==> config.mk <==
export PLATFORM = sky130hd
export DESIGN_NAME = pus_geom
export DESIGN_NICKNAME = d
export VERILOG_FILES = /design/src/pus_pkg.sv /design/src/pus_geom.sv
export SDC_FILE = /design/constraint.sdc
export NUM_CORES = 1
export LEC_CHECK = 0
export BUFFER_PORTS_ARGS = -buffer_cell sky130_fd_sc_hd__clkbuf_2
export CAP_MARGIN = 20
export CORE_MARGIN = 1.5
export CORE_UTILIZATION = 61
export CTS_BUF_LIST = sky130_fd_sc_hd__clkbuf_8
export CTS_CLUSTER_DIAMETER = 100
export DETAILED_ROUTE_END_ITERATION = 8
export GPL_TIMING_DRIVEN = 0
export PLACE_DENSITY = 0.84
export SYNTH_ARGS = -nofsm -noshare
export SYNTH_HDL_FRONTEND = slang
export SYNTH_SLANG_ARGS = --single-unit
==> constraint.sdc <==
create_clock -name clock -period 11.7 [get_ports clock]
set_clock_uncertainty 0.05 [all_clocks]
set_input_delay 0 -clock clock [delete_from_list [all_inputs] [get_ports clock]]
set_output_delay 0 -clock clock [all_outputs]
set_load 0.01 [all_outputs]
==> src/pus_pkg.sv <==
package pus_pkg;

   // Field and datapath widths fixed by the channel definitions
   localparam int COORD_W     = 12;
   localparam int SCALE_W     = 8;
   localparam int OFFSET_W    = 13;
   localparam int RECIP_SHIFT = 20;
   localparam int RECIP_W     = 21;
   localparam int PROD_W      = COORD_W + RECIP_W;

   // Result queue
   localparam int FIFO_DEPTH = 16;
   localparam int FIFO_AW    = 4;
   localparam int FIFO_CW    = 5;

   // Request opcodes
   localparam logic [1:0] OP_WRITE_PALETTE = 2'd0;
   localparam logic [1:0] OP_WRITE_PIXEL   = 2'd1;
   localparam logic [1:0] OP_EMIT          = 2'd2;

   // Register indexes
   localparam int CSR_IDX_W = 1;
   localparam logic [CSR_IDX_W-1:0] CSR_SCREEN_WIDTH  = 1'b0;
   localparam logic [CSR_IDX_W-1:0] CSR_SCREEN_HEIGHT = 1'b1;

   localparam logic [COORD_W-1:0] WIDTH_RESET  = 12'd1920;
   localparam logic [COORD_W-1:0] HEIGHT_RESET = 12'd1080;

   localparam logic [31:0] BORDER_COLOR = 32'hFF00_0000;

   typedef enum logic [1:0] {
      GEO_IDLE,
      GEO_SCALE,
      GEO_RECIP
   } geo_state_type;

   // Frame geometry handed from the geometry unit to the pixel pipeline
   typedef struct packed {
      logic                       busy;
      logic [COORD_W-1:0]         width;
      logic [COORD_W-1:0]         height;
      logic [COORD_W-1:0]         img_w;
      logic [COORD_W-1:0]         img_h;
      logic signed [OFFSET_W-1:0] off_x;
      logic signed [OFFSET_W-1:0] off_y;
      logic [RECIP_W-1:0]         recip;
   } geo_type;

   typedef struct packed {
      logic [31:0]        color;
      logic [COORD_W-1:0] x;
      logic [COORD_W-1:0] y;
      logic               frame_end;
   } rsp_type;

endpackage

==> src/pus_geom.sv <==
module pus_geom #(
   parameter int SRC_WIDTH  = 320,
   parameter int SRC_HEIGHT = 200
) (
   input  logic                                 clock,
   input  logic                                 reset,
   input  logic                                 csr_valid,
   input  logic [pus_pkg::CSR_IDX_W-1:0]        csr_index,
   input  logic [pus_pkg::COORD_W-1:0]          csr_data,
   output pus_pkg::geo_type                     geo
);

   localparam int CW = pus_pkg::COORD_W;
   localparam int OW = pus_pkg::OFFSET_W;
   localparam int SW = pus_pkg::SCALE_W;
   localparam int RW = pus_pkg::RECIP_W;
   localparam logic [CW:0]   SRC_W_EXT = (CW+1)'(SRC_WIDTH);
   localparam logic [CW:0]   SRC_H_EXT = (CW+1)'(SRC_HEIGHT);
   localparam logic [RW-1:0] RECIP_ONE = RW'(2 ** pus_pkg::RECIP_SHIFT);

   pus_pkg::geo_state_type state_ff, state_in;

   logic [CW-1:0]        width_ff, width_in;
   logic [CW-1:0]        height_ff, height_in;
   logic [SW-1:0]        scale_ff, scale_in;
   logic [CW-1:0]        img_w_ff, img_w_in;
   logic [CW-1:0]        img_h_ff, img_h_in;
   logic signed [OW-1:0] off_x_ff, off_x_in;
   logic signed [OW-1:0] off_y_ff, off_y_in;
   logic [RW-1:0]        recip_ff, recip_in;
   logic [SW-1:0]        rem_ff, rem_in;
   logic [RW-1:0]        quo_ff, quo_in;
   logic [RW-1:0]        num_ff, num_in;
   logic [4:0]           step_ff, step_in;

   logic [CW-1:0]        width_eff;
   logic [CW-1:0]        height_eff;
   logic                 fits;
   logic signed [OW-1:0] diff_x, diff_y, diff_x_up, diff_y_up;
   logic signed [OW-1:0] centre_x, centre_y;
   logic [SW:0]          rem_try;
   logic                 rem_ge;
   logic [SW-1:0]        rem_next;

   // Treat a zero screen size as one pixel
   assign width_eff  = (width_ff == '0) ? CW'(1) : width_ff;
   assign height_eff = (height_ff == '0) ? CW'(1) : height_ff;

   // Next scale still fits both axes
   assign fits = (({1'b0, img_w_ff} + SRC_W_EXT) <= {1'b0, width_eff}) &&
                 (({1'b0, img_h_ff} + SRC_H_EXT) <= {1'b0, height_eff});

   // Centring offset, halved towards zero
   assign diff_x    = $signed({1'b0, width_eff}) - $signed({1'b0, img_w_ff});
   assign diff_y    = $signed({1'b0, height_eff}) - $signed({1'b0, img_h_ff});
   assign diff_x_up = diff_x + OW'(1);
   assign diff_y_up = diff_y + OW'(1);
   assign centre_x  = diff_x[OW-1] ? (diff_x_up >>> 1) : (diff_x >>> 1);
   assign centre_y  = diff_y[OW-1] ? (diff_y_up >>> 1) : (diff_y >>> 1);

   // One restoring division step of the reciprocal
   assign rem_try  = {rem_ff, num_ff[RW-1]};
   assign rem_ge   = rem_try >= {1'b0, scale_ff};
   assign rem_next = rem_ge ? SW'(rem_try - {1'b0, scale_ff}) : rem_try[SW-1:0];

   always_ff @(posedge clock) begin
      if (reset) begin
         state_ff  <= pus_pkg::GEO_SCALE;
         width_ff  <= pus_pkg::WIDTH_RESET;
         height_ff <= pus_pkg::HEIGHT_RESET;
         scale_ff  <= SW'(1);
         img_w_ff  <= CW'(SRC_WIDTH);
         img_h_ff  <= CW'(SRC_HEIGHT);
      end else begin
         state_ff  <= state_in;
         width_ff  <= width_in;
         height_ff <= height_in;
         scale_ff  <= scale_in;
         img_w_ff  <= img_w_in;
         img_h_ff  <= img_h_in;
      end
   end

   always_ff @(posedge clock) begin
      off_x_ff <= off_x_in;
      off_y_ff <= off_y_in;
      recip_ff <= recip_in;
      rem_ff   <= rem_in;
      quo_ff   <= quo_in;
      num_ff   <= num_in;
      step_ff  <= step_in;
   end

   always_comb begin
      state_in  = state_ff;
      width_in  = width_ff;
      height_in = height_ff;
      scale_in  = scale_ff;
      img_w_in  = img_w_ff;
      img_h_in  = img_h_ff;
      off_x_in  = off_x_ff;
      off_y_in  = off_y_ff;
      recip_in  = recip_ff;
      rem_in    = rem_ff;
      quo_in    = quo_ff;
      num_in    = num_ff;
      step_in   = step_ff;

      case (state_ff)
         pus_pkg::GEO_IDLE: begin
            state_in = pus_pkg::GEO_IDLE;
         end
         // Grow the scale one step a cycle while the image still fits
         pus_pkg::GEO_SCALE: begin
            if (fits) begin
               scale_in = scale_ff + SW'(1);
               img_w_in = img_w_ff + CW'(SRC_WIDTH);
               img_h_in = img_h_ff + CW'(SRC_HEIGHT);
            end else begin
               off_x_in = centre_x;
               off_y_in = centre_y;
               num_in   = RECIP_ONE + RW'(scale_ff) - RW'(1);
               rem_in   = '0;
               quo_in   = '0;
               step_in  = 5'(RW - 1);
               state_in = pus_pkg::GEO_RECIP;
            end
         end
         // Ceiling reciprocal of the scale, one quotient bit a cycle
         pus_pkg::GEO_RECIP: begin
            rem_in  = rem_next;
            quo_in  = {quo_ff[RW-2:0], rem_ge};
            num_in  = {num_ff[RW-2:0], 1'b0};
            step_in = step_ff - 5'd1;
            if (step_ff == 5'd0) begin
               recip_in = {quo_ff[RW-2:0], rem_ge};
               state_in = pus_pkg::GEO_IDLE;
            end
         end
         default: begin
            state_in = pus_pkg::GEO_IDLE;
         end
      endcase

      // A register write restarts the geometry from scale one
      if (csr_valid) begin
         case (csr_index)
            pus_pkg::CSR_SCREEN_WIDTH:  width_in  = csr_data;
            pus_pkg::CSR_SCREEN_HEIGHT: height_in = csr_data;
            default: ;
         endcase
         scale_in = SW'(1);
         img_w_in = CW'(SRC_WIDTH);
         img_h_in = CW'(SRC_HEIGHT);
         state_in = pus_pkg::GEO_SCALE;
      end
   end

   assign geo.busy   = (state_ff != pus_pkg::GEO_IDLE);
   assign geo.width  = width_eff;
   assign geo.height = height_eff;
   assign geo.img_w  = img_w_ff;
   assign geo.img_h  = img_h_ff;
   assign geo.off_x  = off_x_ff;
   assign geo.off_y  = off_y_ff;
   assign geo.recip  = recip_ff;

endmodule

==> key figures <==
Place
  – Detailed Place HPWL: between 10 and 15 mm
  – Dpl cell area: 8610 um^2
  – Pre-CTS WS: 7480 ps
  – Gpl congestion: 0.883
  – Port bufs: 101

Setup path
  – CP startpoint: img_h_ff[3]
  – CP Max Fanout: 32
  – Crit path depth: 14
  – CP Class: flop to flop
  – Register-to-Register Path Depth: 14
  – Reg2reg end: rem_ff[7]
  – Buffer and inverter count on the worst path: 3
  – Reg2reg setup slack: 7460 ps
  – CP peak stage delay: 630 ps
  – Critical path endpoint category: flop
  – Critical Path, Cell by Cell: ha_1, a21oi_1, inv_1, o21ai_0, nor3_1, xnor2_1, ha_1, and3_1, and3_1, dlygate4sd1_1, o21ai_0, nand3b_1, nand2_2, buf_16
  – Crit path arrival time: 4350 ps
  – R2r startpoint: img_h_ff[3]
  – CP required: 11810 ps
  – Worst Setup Start Kind: flop
  – CP max stage cell: nand2_2
  – Worst path top cell family by delay: simple AND/OR/NAND/NOR gates

Power and ir drop
  – Switching portion of total power: 0.335
  – Leakage power: roughly 3.7 nW
  – Peak VDD IR: 0.0000692 V
  – Clock network power share: 0.250
  – Pint: 0.975 mW
  – PwrDens: 160 nW/um^2
  – Final Total Pwr: about 1.5 mW
  – Comb pwr share: 0.274
  – Net Sw Power: 0.491 mW
  – Sequential Power Share: 0.476

Final layout
  – Syn-to-layout area delta: 17.5%
  – Final design utilization: 0.729
  – Final layout net count: 970
  – Number of fill cells: 867
  – N_diodes: 0
  – Share of layout cells above drive strength 1: 0.191
  – Final instance area: between 9000 and 10000 um^2

Logic synthesis
  – Register area share after synthesis: 0.507
  – Synth unique cells: between 60 and 70
  – Synth top area cells: edfxtp_1 38%, dfxtp_1 13%, ha_1 7.4%, xnor2_1 5.1%, nand2_1 3.4%
  – Mapped Area: between 7000 and 8000 um^2
  – Post-synth EDFFs: 99
  – Leading area contributor after synthesis: edfxtp_1
  – Top_reg_cell synth: edfxtp_1
  – Most numerous cell in the Yosys netlist: edfxtp_1
  – Post-synth ARST share: 0
  – Synth Warn #: 0
  – Mean post-synth cell area: 10.3 um^2
  – Flops & latches, synth: 148
  – Synth top cells by count: 99 x edfxtp_1, 70 x nand2_1, 56 x inv_1
  – Share of the synthesized area in the top cell type: 0.381
  – Syn Inst Count: 754

STA
  – RSZ-0062 raised after global routing: false
  – Least-Margin Pin Slew: slightly below 1000 ps
  – Final hold vios: 0
  – Final Slew Violations: 0
  – Tcrit/Tclk final: 0.362
  – Setup TNS: 0 ps
  – Worst rel slew slack: 0.345
  – Final setup margin: 7460 ps
  – Final critical-path required period: 4240 ps
  – Final setup violation count: 0
  – FMAX: 236 MHz

Status
  – Status: finished clean

Die
  – Chip height: between 100 and 150 um
  – Die Wd: 116 um
  – Die footprint: 13500 um^2
  – CORE AREA: ~13000 um^2
  – Starting density of the core: 0.621
  – Site Rows: 41
  – Ports: 112

Clocking
  – Root buffer cell: clkbuf_8
  – CTS Sinks: 148
  – H-tree levels: 4
  – Max Root-Sink Buffers: 2
  – Num CTS Buffers: 17
  – CTS tree: yes
  – Post-CTS Setup Inserts: 0
  – Worst skew pair latency: 460 ps
  – Clock-pin slew on the worst setup and hold paths: 90 ps
  – Post-CTS sizing: 0

Drt
  – Metal2 WL: 7.80 mm
  – First-pass DRT Iterations: 5
  – WL/cell: 15.4 um
  – Vias per cell: between 5 and 6
  – Metal3 WL: roughly 1.1 mm
  – Vias: 6020
  – Final WL: 16.8 mm
  – DRT antenna net count: 0
  – DRC: 0
  – Met1 wire length: 7.32 mm
  – Detailed Route Iter0 Violations: between 500 and 600
  – Top Layer Used: met4

GRT
  – Pin count of the biggest net entering global routing: 33
  – Vias in the first global route: 5620
  – Grt total ovfl: 0
  – First-pass GRT wire length: 27.6 mm
  – Total GRT Usage: 0.268
  – Antenna violations before repair: 0

Job
  – MaxCap Viol Count: 0

Worst hold path
  – Hold crit path type: input port to flop
  – Worst Hold Path EP: height_ff[8]
  – Worst hold path depth: 3
  – HP Start: reset
-- layout make-up --
type                       instances  area (um^2)  area share
buffer                            60          295      0.0322
clock inverter                    15          126      0.0138
clock buffer                      17          234      0.0255
sequential                       148         3950       0.431
timing repair buffer             124          753      0.0822
inverter                          57          214      0.0233
multi-input combinational        497         3370       0.368
tap                              172          215      0.0235
-- worst register-to-register path, cell delays in order (launching register included) --
cell and delay (ps):
dfxtp_1 360, ha_1 260, a21oi_1 230, inv_1 100, o21ai_0 380, nor3_1 130, xnor2_1 160, ha_1 290
and3_1 210, and3_1 180, dlygate4sd1_1 300, o21ai_0 220, nand3b_1 190, nand2_2 630, buf_16 250
-- worst max-delay path by stage --
stage	to	slack, ps
4_1_cts	num_ff[15]	7480
3_3_place_gp	quo_ff[9]	6760
3_5_place_dp	rem_ff[2]	7480
6_report	rem_ff[7]	7460
5_1_grt	step_ff[4]	7100
2_1_floorplan	num_ff[0]	7450
-- layout by cell type (no fill, tap or decap), drive strengths merged, types with 8 or more instances in the layout --
cell	instances
nor2b	8
nor3	12
or3	13
a21o	19
buf	18
a21oi	46
nor2	45
inv	65
edfxtp	99
and3	10
clkbuf	161
xor2	11
xnor2	45
nand3	19
o21ai	31
and2	21
nor4	9
mux2i	8
nand2	70
dfxtp	49
dlygate4sd3	21
ha	46
conb	9
-- metal layers --
layer	global-route usage	up-vias
met4	0.134	0
met2	0.415	242
met1	0.367	2819
met5	0	-
met3	0.0446	51
li1	-	2908
-- per-stage QoR --
stage,cells,hold slack [ps]
after floorplan,762,67.8
after global placement,1035,196
after detailed placement,1038,200
after CTS,1090,74.9
after global routing,1090,143
final,1090,111
-- power groups by stage --
stage          sequential [mW]  clock [mW]  combinational, mW
3_5_place_dp             0.708           0              0.389
2_1_floorplan            0.710           0              0.272
4_1_cts                  0.697       0.368              0.398
6_report                 0.698       0.366              0.402
5_1_grt                  0.707       0.391              0.449
3_3_place_gp             0.709           0              0.370
-- cells by family after synthesis --
logic type,count (synthesis),share of synthesized area
AND/OR/NAND/NOR,238,0.156
flip-flops,148,0.507
AO/OA/AOI/OAI,136,0.115
buffers and inverters,117,0.0653
XOR/XNOR,56,0.0629
adder cells (fa/ha/maj),49,0.0815
multiplexers,9,0.0122
other,1,0.000481
-- what timing repair did --
action	4_1_cts	5_1_grt
hold buffers	20	0
hold endpoints to repair	31	0
setup endpoints to repair	0	0
-- sequential cells by signal, summed over array words and instances, names as in the netlist --
signal,count
height_ff,12
img_h_ff,9
img_w_ff,6
num_ff,21
off_x_ff,12
off_y_ff,12
quo_ff,20
recip_ff,21
rem_ff,8
scale_ff,8
state_ff,2
step_ff,5
width_ff,12
Power figures use the tool's default switching activity.
