## config.mk

```make
export PLATFORM = sky130hd
export DESIGN_NAME = pus_fifo
export DESIGN_NICKNAME = d
export VERILOG_FILES = /design/src/pus_pkg.sv /design/src/pus_fifo.sv
export SDC_FILE = /design/constraint.sdc
export NUM_CORES = 1
export LEC_CHECK = 0
export BUFFER_PORTS_ARGS = -buffer_cell sky130_fd_sc_hd__buf_2
export CELL_PAD_IN_SITES_DETAIL_PLACEMENT = 1
export CELL_PAD_IN_SITES_GLOBAL_PLACEMENT = 1
export CORE_MARGIN = 2
export CORE_UTILIZATION = 59
export CTS_CLUSTER_DIAMETER = 60
export CTS_CLUSTER_SIZE = 25
export DETAILED_ROUTE_END_ITERATION = 16
export PLACE_DENSITY_LB_ADDON = 0.12
export SLEW_MARGIN = 20
export SYNTH_ARGS = -nofsm -noshare
export SYNTH_HDL_FRONTEND = slang
export SYNTH_SLANG_ARGS = --single-unit
```

## constraint.sdc

```tcl
create_clock -name clock -period 6.9 [get_ports clock]
set_input_delay 1.035 -clock clock [delete_from_list [all_inputs] [get_ports clock]]
set_output_delay 1.035 -clock clock [all_outputs]
set_load 0.05 [all_outputs]
```

## src/pus_pkg.sv

```systemverilog
package pus_pkg;

   // Field and datapath widths fixed by the channel definitions
   localparam int COORD_W     = 12;
   localparam int SCALE_W     = 8;
   localparam int OFFSET_W    = 13;
   localparam int RECIP_SHIFT = 20;
   localparam int RECIP_W     = 21;
   localparam int PROD_W      = COORD_W + RECIP_W;

   // Result queue
   localparam int FIFO_DEPTH = 16;
   localparam int FIFO_AW    = 4;
   localparam int FIFO_CW    = 5;

   // Request opcodes
   localparam logic [1:0] OP_WRITE_PALETTE = 2'd0;
   localparam logic [1:0] OP_WRITE_PIXEL   = 2'd1;
   localparam logic [1:0] OP_EMIT          = 2'd2;

   // Register indexes
   localparam int CSR_IDX_W = 1;
   localparam logic [CSR_IDX_W-1:0] CSR_SCREEN_WIDTH  = 1'b0;
   localparam logic [CSR_IDX_W-1:0] CSR_SCREEN_HEIGHT = 1'b1;

   localparam logic [COORD_W-1:0] WIDTH_RESET  = 12'd1920;
   localparam logic [COORD_W-1:0] HEIGHT_RESET = 12'd1080;

   localparam logic [31:0] BORDER_COLOR = 32'hFF00_0000;

   typedef enum logic [1:0] {
      GEO_IDLE,
      GEO_SCALE,
      GEO_RECIP
   } geo_state_type;

   // Frame geometry handed from the geometry unit to the pixel pipeline
   typedef struct packed {
      logic                       busy;
      logic [COORD_W-1:0]         width;
      logic [COORD_W-1:0]         height;
      logic [COORD_W-1:0]         img_w;
      logic [COORD_W-1:0]         img_h;
      logic signed [OFFSET_W-1:0] off_x;
      logic signed [OFFSET_W-1:0] off_y;
      logic [RECIP_W-1:0]         recip;
   } geo_type;

   typedef struct packed {
      logic [31:0]        color;
      logic [COORD_W-1:0] x;
      logic [COORD_W-1:0] y;
      logic               frame_end;
   } rsp_type;

endpackage

```

## src/pus_fifo.sv

```systemverilog
module pus_fifo (
   input  logic             clock,
   input  logic             reset,
   input  logic             push,
   input  pus_pkg::rsp_type push_data,
   input  logic             pop,
   output logic             out_valid,
   output pus_pkg::rsp_type out_data
);

   localparam int AW = pus_pkg::FIFO_AW;
   localparam int CW = pus_pkg::FIFO_CW;

   pus_pkg::rsp_type slot_ff [pus_pkg::FIFO_DEPTH];

   logic [AW-1:0] wr_ptr_ff, wr_ptr_in;
   logic [AW-1:0] rd_ptr_ff, rd_ptr_in;
   logic [CW-1:0] count_ff, count_in;
   logic          do_pop;

   assign out_valid = (count_ff != '0);
   assign out_data  = slot_ff[rd_ptr_ff];
   assign do_pop    = out_valid && pop;

   // Advance pointers and occupancy
   always_comb begin
      wr_ptr_in = push ? (wr_ptr_ff + AW'(1)) : wr_ptr_ff;
      rd_ptr_in = do_pop ? (rd_ptr_ff + AW'(1)) : rd_ptr_ff;
      count_in  = count_ff;
      if (push && !do_pop) begin
         count_in = count_ff + CW'(1);
      end else if (do_pop && !push) begin
         count_in = count_ff - CW'(1);
      end
   end

   always_ff @(posedge clock) begin
      if (reset) begin
         wr_ptr_ff <= '0;
         rd_ptr_ff <= '0;
         count_ff  <= '0;
      end else begin
         wr_ptr_ff <= wr_ptr_in;
         rd_ptr_ff <= rd_ptr_in;
         count_ff  <= count_in;
      end
   end

   always_ff @(posedge clock) begin
      if (push) begin
         slot_ff[wr_ptr_ff] <= push_data;
      end
   end

endmodule

```

==> metrics.csv, run 1 <==
stage;metric;value;unit
finish;nFillCells;4631;
timing;worst_slew_pin_slew;1.08;ns
floorplan;chipHeight;247;um
power;power_report.internal_total;9160;uW
synth;mappedNetlistArea;0.0349;mm^2
finish;syn2layout_area_growth;9.26;%
floorplan;design.portCount;119;
synth;seq_area_frac_synth;79.4;%
timing;timing.final.max_slew_violations;0;
floorplan;floorplan.die_area;0.0612;mm^2
timing;worst_slew_margin_rel;28.0;%
synth;yosysUniqueCellTypes;36;
synth;synth-seq-cells;929;
drt;drt_iter0_drc;1532;
power;power_per_standard_cell_area;337;mW/mm^2
critical_path;critPathBufInv;2;
global_routing;pin_count_of_the_biggest_net_entering_global_routing;101;
synth;syn_nets;1564;
timing;layout_min_cycle_time;4.49;ns
clock_network;ctsResizeCount;0;
floorplan;rows;89;
finish;mostFrequentLayoutCell;sky130_fd_sc_hd__edfxtp_1;
clock_network;h-tree-depth;2;
critical_path;cp_cell_sequence;buf_4 -> mux4_2 -> a22oi_1 -> nand2_1 -> buf_2;
clock_network;clock_tree.root_cell;sky130_fd_sc_hd__clkbuf_16;
clock_network;tritoncts_clock_tree;yes;
clock_network;tritoncts_num_sinks;929;
critical_path;crit_slowest_cell;sky130_fd_sc_hd__dfxtp_4;
drt;ant_nets;0;
synth;synthesis.instances;1493;
critical_path;critical-path-top-delay-family;buffers and inverters;
critical_path;category_of_the_worst_setup_path_launch_point;register;
critical_path;crit_path_max_fanout;58;
power;net-switching-power;3700;uW
global_routing;gr-usage-all-layers;27.0;%
floorplan;fp.dieW;247;um
clock_network;cts_hold_buf;0;
flow_run;drv.max_cap_violation_count;0;
timing;setup_viol;0;
drt;drc;0;
status;status;completed;
floorplan;core_area;0.0588;mm^2
timing;final.setup_skew;0.0228;ns
power;combinationalPowerShare;23.2;%
clock_network;clk-insertion-delay-late;0.62;ns
timing;postLayoutSetupSlackWorst;2.41;ns
placement;place_ws;3.03;ns
worst_hold_path;min_path_type;reg -> reg;
drt;vias_per_cell;6.62;
power;share_of_power_burned_in_registers;49.6;%
critical_path;worst-r2r-setup-slack;4.10;ns
power;p_leak;0.0119;uW
drt;via_count;16100;
global_routing;antenna_found_initial;6;
global_routing;grt_pass1_vias;17400;
timing;rsz0062_at_grt;false;
clock_network;clk_path_buf_depth;3;
power;p_sw_share;28.8;%
synth;postSynthAreaPerCell;23.4;um^2
critical_path;worst_path_arrival;3.46;ns
timing;report.final.hold_viol_count;0;
clock_network;cts.reportedPaths.clkPinSlew;0.09;ns
clock_network;cts-buffers-inserted;52;
critical_path;crit_path_end_kind;primary output;
finish;finalNetCount;1686;
power;ir_worst_vdd;0.293;mV
global_routing;grt_first_pass_wirelength;117;mm
drt;detail_route.wl_per_cell;33.0;um
critical_path;cp_data_required_time;5.86;ns
synth;synth.yosys.warnings;0;
drt;drt-pass1-iter-count;5;
timing;achievable-frequency;223;MHz
placement;routabilityCongestion;0.721;
placement;place.port_buffers;118;
critical_path;crit_path_max_incr_delay;0.97;ns
timing;finalSetupTns;0;ns
clock_network;post_cts.repair.setup_buffers;0;
finish;final_layout_size_suffix_gt1_share;29.4;%
placement;place.detailed.hpwl;40.7;mm
critical_path;worst_setup_path_class;reg -> out;
timing;finalCritPeriodShare;65.1;%
drt;wire_length_after_detailed_routing;80.3;mm
global_routing;grt_overflow;0;
floorplan;initial_core_util;59.4;%
finish;layout_common_cells;sky130_fd_sc_hd__edfxtp_1, sky130_fd_sc_hd__mux4_2, sky130_fd_sc_hd__buf_2;
power;clkPwrFrac;27.2;%
==> stage by stage <==
step / hold WS (ns) / power [uW] / utilization (%) / cell area, um^2 / std cells
finish: 0.546 / 12900 / 64.9 / 38200 / 2429
global route: 0.567 / 13300 / 64.9 / 38200 / 2426
CTS: 0.547 / 13000 / 64.9 / 38200 / 2426
detailed placement: 0.526 / 9550 / 61.9 / 36400 / 2334
global placement: 0.516 / 9480 / 61.9 / 36400 / 2334
floorplan: 0.482 / 8910 / - / 34900 / 1493
==> power groups by stage <==
stage          clock network (uW)  registers, uW  logic (uW)
2_1_floorplan                   0           6440        2480
3_3_place_gp                    0           6500        2970
3_5_place_dp                    0           6510        3040
4_1_cts                      3550           6380        3050
5_1_grt                      3700           6400        3210
6_report                     3490           6380        2990
==> cell type report <==
cell class	count	area (um^2)	area share [%]
flip-flops and latches	929	27700	72.7
multi-input cells	482	6850	18.0
clock buffers	56	1340	3.50
well taps	773	967	2.53
repair buffers	147	833	2.18
clock inverters	36	420	1.10
inverters	3	11.3	0.0295
diodes	3	7.51	0.0197
==> layer usage <==
metal | share of wire [%] | GRT usage (%) | vias up
met4 | 2.1 | 6.78 | 10
met3 | 6.9 | 4.57 | 122
li1 | - | - | 6577
met2 | 52 | 45.6 | 648
met5 | 0.071 | 0 | -
met1 | 39 | 37.4 | 8711
==> cells in the mapped netlist <==
library cell	count	share of area (%)
sky130_fd_sc_hd__a21oi_1	3	0.043
sky130_fd_sc_hd__xnor2_1	2	0.050
sky130_fd_sc_hd__a21o_1	1	0.021
sky130_fd_sc_hd__nor2b_1	3	0.054
sky130_fd_sc_hd__ha_1	9	0.32
sky130_fd_sc_hd__nor4_1	1	0.018
sky130_fd_sc_hd__buf_2	5	0.072
sky130_fd_sc_hd__mux2i_1	3	0.086
sky130_fd_sc_hd__or3_1	1	0.018
sky130_fd_sc_hd__nor2_1	18	0.19
sky130_fd_sc_hd__nand2_1	60	0.64
sky130_fd_sc_hd__xor2_1	6	0.15
sky130_fd_sc_hd__a22oi_1	114	2.5
sky130_fd_sc_hd__nor4bb_1	1	0.029
sky130_fd_sc_hd__buf_6	3	0.097
sky130_fd_sc_hd__or4_1	1	0.021
sky130_fd_sc_hd__clkbuf_1	34	0.37
sky130_fd_sc_hd__fa_1	1	0.057
sky130_fd_sc_hd__a211oi_1	1	0.021
sky130_fd_sc_hd__buf_1	16	0.17
sky130_fd_sc_hd__or2_2	1	0.018
sky130_fd_sc_hd__and3b_1	1	0.025
sky130_fd_sc_hd__buf_4	21	0.45
sky130_fd_sc_hd__o211ai_1	2	0.043
sky130_fd_sc_hd__nand3_1	1	0.014
sky130_fd_sc_hd__mux4_2	228	15
sky130_fd_sc_hd__and2_1	17	0.30
sky130_fd_sc_hd__a31oi_1	1	0.018
sky130_fd_sc_hd__o21ai_2	1	0.025
sky130_fd_sc_hd__nand4_1	1	0.018
sky130_fd_sc_hd__dfxtp_1	17	0.97
sky130_fd_sc_hd__and3_1	2	0.036
sky130_fd_sc_hd__inv_1	3	0.032
sky130_fd_sc_hd__mux2_2	1	0.032
sky130_fd_sc_hd__edfxtp_1	912	78
sky130_fd_sc_hd__nor3b_1	1	0.021
==> worst register-to-register path: cells and delay by family, from the launching register on <==
family / cells / cell delay, ns
and+or+nand+nor: 2 / 0.76
adders and majority gates: 2 / 0.64
DFF: 1 / 0.35
buffers and inverters: 1 / 0.11
muxes: 1 / 0.35
AOI/OAI and AO/OA: 3 / 0.50
==> flip-flops by register name, summed over array words and instances, names as in the netlist, named ones only <==
name and flops:
count_ff 5, rd_ptr_ff 4, slot_ff 912, wr_ptr_ff 4
==> final timing paths <==
kind | startpoint | endpoint | cells past startpoint
setup / recovery | register | out_data[41] | 5
hold / removal | count_ff[2] | count_ff[2] | 2
setup reg to reg | count_ff[1] | count_ff[4] | 9
hold reg to reg | count_ff[2] | count_ff[2] | 2
==> kinds of logic after synthesis <==
| family | share of synthesized area [%] |
|---|---|
| fa+ha+maj | 0.380 |
| simple gates | 1.41 |
| buf+inv | 1.19 |
| flops | 79.4 |
| mux | 14.8 |
| compound gates | 2.62 |
| xor+xnor | 0.201 |
Power figures use the tool's default switching activity.
==> run 2, diff against run 1 <==
--- a/config.mk
+++ b/config.mk
@@ -9,7 +9,7 @@
 export CELL_PAD_IN_SITES_DETAIL_PLACEMENT = 1
 export CELL_PAD_IN_SITES_GLOBAL_PLACEMENT = 1
 export CORE_MARGIN = 2
-export CORE_UTILIZATION = 59
+export CORE_UTILIZATION = 55
 export CTS_CLUSTER_DIAMETER = 60
 export CTS_CLUSTER_SIZE = 25
 export DETAILED_ROUTE_END_ITERATION = 16
==> constraint.sdc (replaced) <==
create_clock -name clock -period 4.3 [get_ports clock]
set_input_delay 0.645 -clock clock [delete_from_list [all_inputs] [get_ports clock]]
set_output_delay 0.645 -clock clock [all_outputs]
set_load 0.05 [all_outputs]
==> run 2 against run 1 <==
Compared with the run above: first-iteration DRC count down 0.78%; cell count up 4.0%; power up 61%; core utilization down 3.7 points; sequential power up 61%; setup slack worse by 1.8 ns; largest cell class unchanged; critical endpoint is now out_data[4]; clock skew down 0.0075 ns; critical path depth unchanged; largest power group unchanged; global-route usage down 1.9 points.
==> metrics.csv, run 2 (same netlist as run 1, synthesis figures left out) <==
stage;metric;value;unit
status;status;completed;
critical_path;crit_path_max_incr_delay;0.81;ns
placement;dpl-instance-area;0.0368;mm^2
global_routing;grt_pass1_vias;17800;
clock_network;clk-insertion-delay-late;0.62;ns
timing;postLayoutSetupSlackWorst;0.620;ns
clock_network;cts-buffers-inserted;52;
finish;mostFrequentLayoutCell;sky130_fd_sc_hd__edfxtp_1;
finish;final_cells;2526;
finish;syn2layout_area_growth;10.4;%
drt;drc;0;
global_routing;pin_count_of_the_biggest_net_entering_global_routing;58;
drt;wire_length_after_detailed_routing;80.4;mm
worst_hold_path;min_path_type;in -> reg;
finish;nFillCells;5139;
finish;largest_register_ff_count;912;
timing;report.final.hold_viol_count;0;
critical_path;critPathBufInv;2;
global_routing;gr-usage-all-layers;25.1;%
timing;final.setup_skew;0.0153;ns
drt;drt-pass1-iter-count;5;
finish;register_area;0.0277;mm^2
floorplan;floorplan.die_area;0.0655;mm^2
drt;wl_met2;40.8;mm
drt;drt_iter0_drc;1520;
timing;finalCritPeriodShare;85.6;%
critical_path;crit_path_max_fanout;29;
clock_network;h-tree-depth;2;
finish;layout_common_cells;sky130_fd_sc_hd__edfxtp_1, sky130_fd_sc_hd__mux4_2, sky130_fd_sc_hd__buf_2;
drt;met1_length;32.9;mm
finish;finalNetCount;1708;
clock_network;post_cts.repair.setup_buffers;0;
critical_path;crit_slowest_cell;sky130_fd_sc_hd__dfxtp_4;
power;power_per_standard_cell_area;535;mW/mm^2
drt;ant_nets;0;
finish;multi_input_comb_area;0.00685;mm^2
drt;met3_length;4.97;mm
critical_path;critical-path-top-delay-family;flip-flops;
critical_path;cp_data_required_time;3.65;ns
clock_network;tritoncts_clock_tree;yes;
placement;place.detailed.hpwl;42.6;mm
drt;vias_per_cell;6.38;
timing;achievable-frequency;272;MHz
drt;routed.top_layer;met5;
power;ir_worst_vdd;0.402;mV
critical_path;worst_path_arrival;3.03;ns
placement;place_ws;1.18;ns
finish;largestRegisters;slot_ff: 912 flops, count_ff: 5 flops;
timing;layout_min_cycle_time;3.68;ns
floorplan;chipHeight;256;um
floorplan;rows;92;
critical_path;worst_setup_path_class;reg -> out;
timing;worst_slew_pin_slew;0.985;ns
timing;timing.final.max_slew_violations;0;
finish;regMostFlops;slot_ff;
global_routing;grt_first_pass_wirelength;119;mm
floorplan;design.portCount;119;
timing;worst_slew_margin_rel;34.3;%
drt;via_count;16100;
finish;stdcell_area;0.0385;mm^2
floorplan;initial_core_util;55.5;%
timing;finalSetupTns;0;ns
clock_network;cts_hold_buf;0;
drt;detail_route.wl_per_cell;31.8;um
placement;place.detailed.instances;2429;
power;p_leak;0.0120;uW
clock_network;ctsResizeCount;0;
floorplan;core_area;0.0630;mm^2
placement;routabilityCongestion;0.709;
clock_network;clock_tree.root_cell;sky130_fd_sc_hd__clkbuf_16;
critical_path;crit_path_end_kind;primary output;
global_routing;antenna_found_initial;6;
flow_run;drv.max_cap_violation_count;0;
critical_path;cp_cell_sequence;buf_4 -> mux4_2 -> a22oi_1 -> nand2_1 -> buf_2;
clock_network;cts.reportedPaths.clkPinSlew;0.09;ns
floorplan;fp.dieW;256;um
placement;place.port_buffers;118;
timing;setup_viol;0;
critical_path;category_of_the_worst_setup_path_launch_point;register;
timing;rsz0062_at_grt;false;
clock_network;clk_path_buf_depth;3;
finish;final_layout_size_suffix_gt1_share;30.3;%
clock_network;tritoncts_num_sinks;929;
global_routing;grt_overflow;0;
[run 2: stage by stage]
stage / util [%] / total power, uW / hold WS [ns]
floorplan: - / 14300 / 0.482
global placement: 58.5 / 15400 / 0.511
detailed placement: 58.5 / 15500 / 0.525
CTS: 61.2 / 20900 / 0.353
global route: 61.2 / 21400 / 0.365
finish: 61.2 / 20600 / 0.387
[run 2: final cells by class]
class,instances,share of cell area (%)
timing repair buffer,169,3.08
antenna,3,0.0195
clock inverter,34,0.896
multi-input combinational,482,17.8
sequential,929,71.9
inverter,3,0.0292
tap,846,2.75
clock buffer,60,3.51
[run 2: final timing paths]
| kind | startpoint | end | slack (ns) | cells after the start |
|---|---|---|---|---|
| min | push_data[37] | slot_ff[8][37] | 0.39 | 1 |
| min reg2reg | rd_ptr_ff[3] | register | 0.54 | 2 |
| max | register | out_data[4] | 0.62 | 5 |
| max reg2reg | count_ff[1] | count_ff[4] | 1.49 | 9 |
[run 2: power by group]
group	switching (uW)	internal, uW
clock network	3000	2440
logic	2790	2120
registers	202	10100
total	6000	14600
[run 2: routing by layer]
layer	up-vias	GRT usage (%)
met5	-	0
met4	8	5.85
met3	123	4.75
met2	532	42.1
met1	8790	34.9
li1	6655	-
[run 2: worst register-to-register path: stages, from the launching register on]
cell	delay, ns
sky130_fd_sc_hd__dfxtp_1	0.36
sky130_fd_sc_hd__or4_1	0.62
sky130_fd_sc_hd__o21ai_2	0.23
sky130_fd_sc_hd__ha_1	0.22
sky130_fd_sc_hd__inv_1	0.11
sky130_fd_sc_hd__ha_1	0.34
sky130_fd_sc_hd__a21oi_1	0.21
sky130_fd_sc_hd__a211oi_1	0.11
sky130_fd_sc_hd__a31oi_1	0.17
sky130_fd_sc_hd__mux2_2	0.34
==> run 3, diff against run 2 <==
--- a/config.mk
+++ b/config.mk
@@ -9,7 +9,7 @@
 export CELL_PAD_IN_SITES_DETAIL_PLACEMENT = 1
 export CELL_PAD_IN_SITES_GLOBAL_PLACEMENT = 1
 export CORE_MARGIN = 2
-export CORE_UTILIZATION = 55
+export CORE_UTILIZATION = 30
 export CTS_CLUSTER_DIAMETER = 60
 export CTS_CLUSTER_SIZE = 25
 export DETAILED_ROUTE_END_ITERATION = 16
==> run 3 against run 2 <==
Compared with the run above: register-to-register slack lost 0.06 ns; setup slack worse by 0.17 ns; cell count increased by 30%; die area rose by 82%; combinational power up 4.7%; maximum frequency shrank 4.4%; sequential share of layout area shrank 4.7 points; via count increased by 1.1%; core utilization shrank 26 points; clock power rose by 64%; worst hold slack worse by 0.036 ns; clock skew is 0.0083 ns higher; critical endpoint is now out_data[0]; largest cell class unchanged; largest power group unchanged; highest routed layer unchanged.
==> metrics.csv, run 3 (same netlist as run 1, synthesis figures left out) <==
stage;metric;value;unit
status;status;completed;
drt;ant_nets;0;
worst_hold_path;timing.hold.worst.start;push_data[5];
critical_path;worst-r2r-setup-slack;1.43;ns
placement;place.detailed.instances;3103;
clock_network;clk-insertion-delay-late;0.66;ns
finish;finalNetCount;1749;
timing;finalCritPeriodShare;89.5;%
critical_path;category_of_the_worst_setup_path_launch_point;register;
finish;syn2layout_area_growth;18.0;%
timing;setup_viol;0;
finish;regMostFlops;slot_ff;
worst_hold_path;min_path_type;in -> reg;
timing;finalSetupTns;0;ns
finish;largestRegisters;slot_ff: 912 flops, count_ff: 5 flops;
worst_hold_path;whs_endpoint;slot_ff[7][5];
clock_network;cts.reportedPaths.clkPinSlew;0.08;ns
clock_network;tritoncts_clock_tree;yes;
timing;achievable-frequency;260;MHz
finish;largest_register_ff_count;912;
clock_network;cts_hold_buf;0;
critical_path;worst_setup_path_class;reg -> out;
drt;drt_iter0_drc;1212;
global_routing;grt_first_pass_wirelength;134;mm
critical_path;timing.rr.end;count_ff[4];
drt;wl_met2;44.6;mm
timing;report.final.hold_viol_count;0;
timing;layout_min_cycle_time;3.85;ns
global_routing;grt_pass1_vias;18100;
timing;worst_slew_pin_slew;0.861;ns
finish;layout_common_cells;sky130_fd_sc_hd__edfxtp_1, sky130_fd_sc_hd__mux4_2, sky130_fd_sc_hd__buf_2;
clock_network;post_cts.repair.setup_buffers;0;
power;ir_worst_vdd;0.358;mV
placement;dpl-instance-area;0.0378;mm^2
clock_network;cts-buffers-inserted;97;
critical_path;cp_data_required_time;3.65;ns
floorplan;rows;125;
global_routing;grt_overflow;0;
drt;wire_length_after_detailed_routing;93.5;mm
global_routing;gr-usage-all-layers;15.7;%
floorplan;floorplan.die_area;0.119;mm^2
critical_path;crit_path_max_fanout;22;
clock_network;clk_path_buf_depth;3;
critical_path;worst_r2r_path_depth;9;
global_routing;pin_count_of_the_biggest_net_entering_global_routing;54;
global_routing;antenna_found_initial;13;
power;p_leak;0.0129;uW
floorplan;fp.dieW;345;um
critical_path;timing.rr.start;count_ff[1];
drt;vias_per_cell;4.95;
drt;routed.top_layer;met5;
drt;drt-pass1-iter-count;5;
finish;nFillCells;11000;
finish;stdcell_area;0.0412;mm^2
finish;final_cells;3288;
finish;mostFrequentLayoutCell;sky130_fd_sc_hd__edfxtp_1;
drt;met1_length;43.3;mm
finish;final_layout_size_suffix_gt1_share;33.7;%
critical_path;worst_path_arrival;3.20;ns
drt;detail_route.wl_per_cell;28.4;um
worst_hold_path;min_path_cells;1;
power;power_per_standard_cell_area;590;mW/mm^2
clock_network;clock_tree.root_cell;sky130_fd_sc_hd__clkbuf_16;
clock_network;tritoncts_num_sinks;929;
placement;routabilityCongestion;0.685;
drt;drc;0;
timing;timing.final.max_slew_violations;0;
floorplan;design.portCount;119;
timing;worst_slew_margin_rel;42.6;%
clock_network;ctsResizeCount;0;
placement;place.detailed.hpwl;48.2;mm
timing;rsz0062_at_grt;false;
drt;via_count;16300;
critical_path;crit_path_end_kind;primary output;
clock_network;h-tree-depth;3;
floorplan;chipHeight;345;um
floorplan;core_area;0.116;mm^2
drt;met3_length;3.82;mm
timing;final.setup_skew;0.0236;ns
floorplan;initial_core_util;30.1;%
flow_run;drv.max_cap_violation_count;0;
placement;place.port_buffers;118;
==> run 3: changes by cell type in the layout (fill, tap and decap cells not counted) <==
cell	before	now
sky130_fd_sc_hd__inv_8	5	14
sky130_fd_sc_hd__inv_6	7	15
sky130_fd_sc_hd__clkinv_8	5	8
sky130_fd_sc_hd__clkinvlp_4	3	12
sky130_fd_sc_hd__clkinv_4	5	9
sky130_fd_sc_hd__clkinv_1	1	3
sky130_fd_sc_hd__buf_4	34	20
sky130_fd_sc_hd__clkbuf_16	53	101
sky130_fd_sc_hd__clkinv_2	6	8
sky130_fd_sc_hd__clkbuf_1	7	4
sky130_fd_sc_hd__diode_2	3	2
sky130_fd_sc_hd__buf_12	17	27
sky130_fd_sc_hd__bufinv_16	1	8
==> run 3: stage by stage <==
step	setup slack (ns)	total power (uW)	utilization (%)	hold slack, ns
after floorplan	1.31	14300	-	0.482
after global placement	1.08	15700	32.6	0.514
after detailed placement	1.07	15700	32.6	0.551
after CTS	0.316	24800	35.6	0.293
after global routing	0.251	25300	35.6	0.330
final	0.450	24300	35.6	0.351
==> run 3: cell type report <==
cell class	count	area [um^2]	share of cell area, %
Tap cell	1524	1910	4.62
Sequential cell	929	27700	67.3
Clock inverter	78	896	2.17
Multi-Input combinational cell	482	6850	16.6
Clock buffer	105	2540	6.17
Inverter	3	11.3	0.0273
Antenna cell	2	5.00	0.0121
Timing Repair Buffer	165	1280	3.11
==> run 3: worst max path at each step <==
| stage | start | to | slack (ns) | cells past startpoint |
|---|---|---|---|---|
| after floorplan | push | slot_ff[0][0] | 1.31 | 3 |
| after global placement | register | out_data[0] | 1.08 | 5 |
| after detailed placement | register | out_data[0] | 1.07 | 5 |
| after CTS | register | out_data[0] | 0.32 | 5 |
| after global routing | register | out_data[0] | 0.25 | 5 |
| final | register | out_data[0] | 0.45 | 5 |
==> run 3: power breakdown <==
part | total (uW) | internal [uW] | switching [uW]
clock network | 8920 | 4960 | 3960
logic | 5150 | 2150 | 3000
registers | 10200 | 10100 | 156
==> run 3: worst max-delay path: stages, from the launching register on <==
cell                      delay, ns
sky130_fd_sc_hd__dfxtp_4       0.70
sky130_fd_sc_hd__buf_4         0.48
sky130_fd_sc_hd__mux4_2        0.55
sky130_fd_sc_hd__a22oi_1       0.23
sky130_fd_sc_hd__nand2_1       0.24
sky130_fd_sc_hd__buf_2         0.29
==> run 3: per-layer routing <==
layer | vias to the layer above | GRT usage [%]
li1 | 6792 | -
met1 | 9028 | 22.3
met2 | 319 | 25.3
met3 | 134 | 2.60
met4 | 10 | 4.03
met5 | - | 0
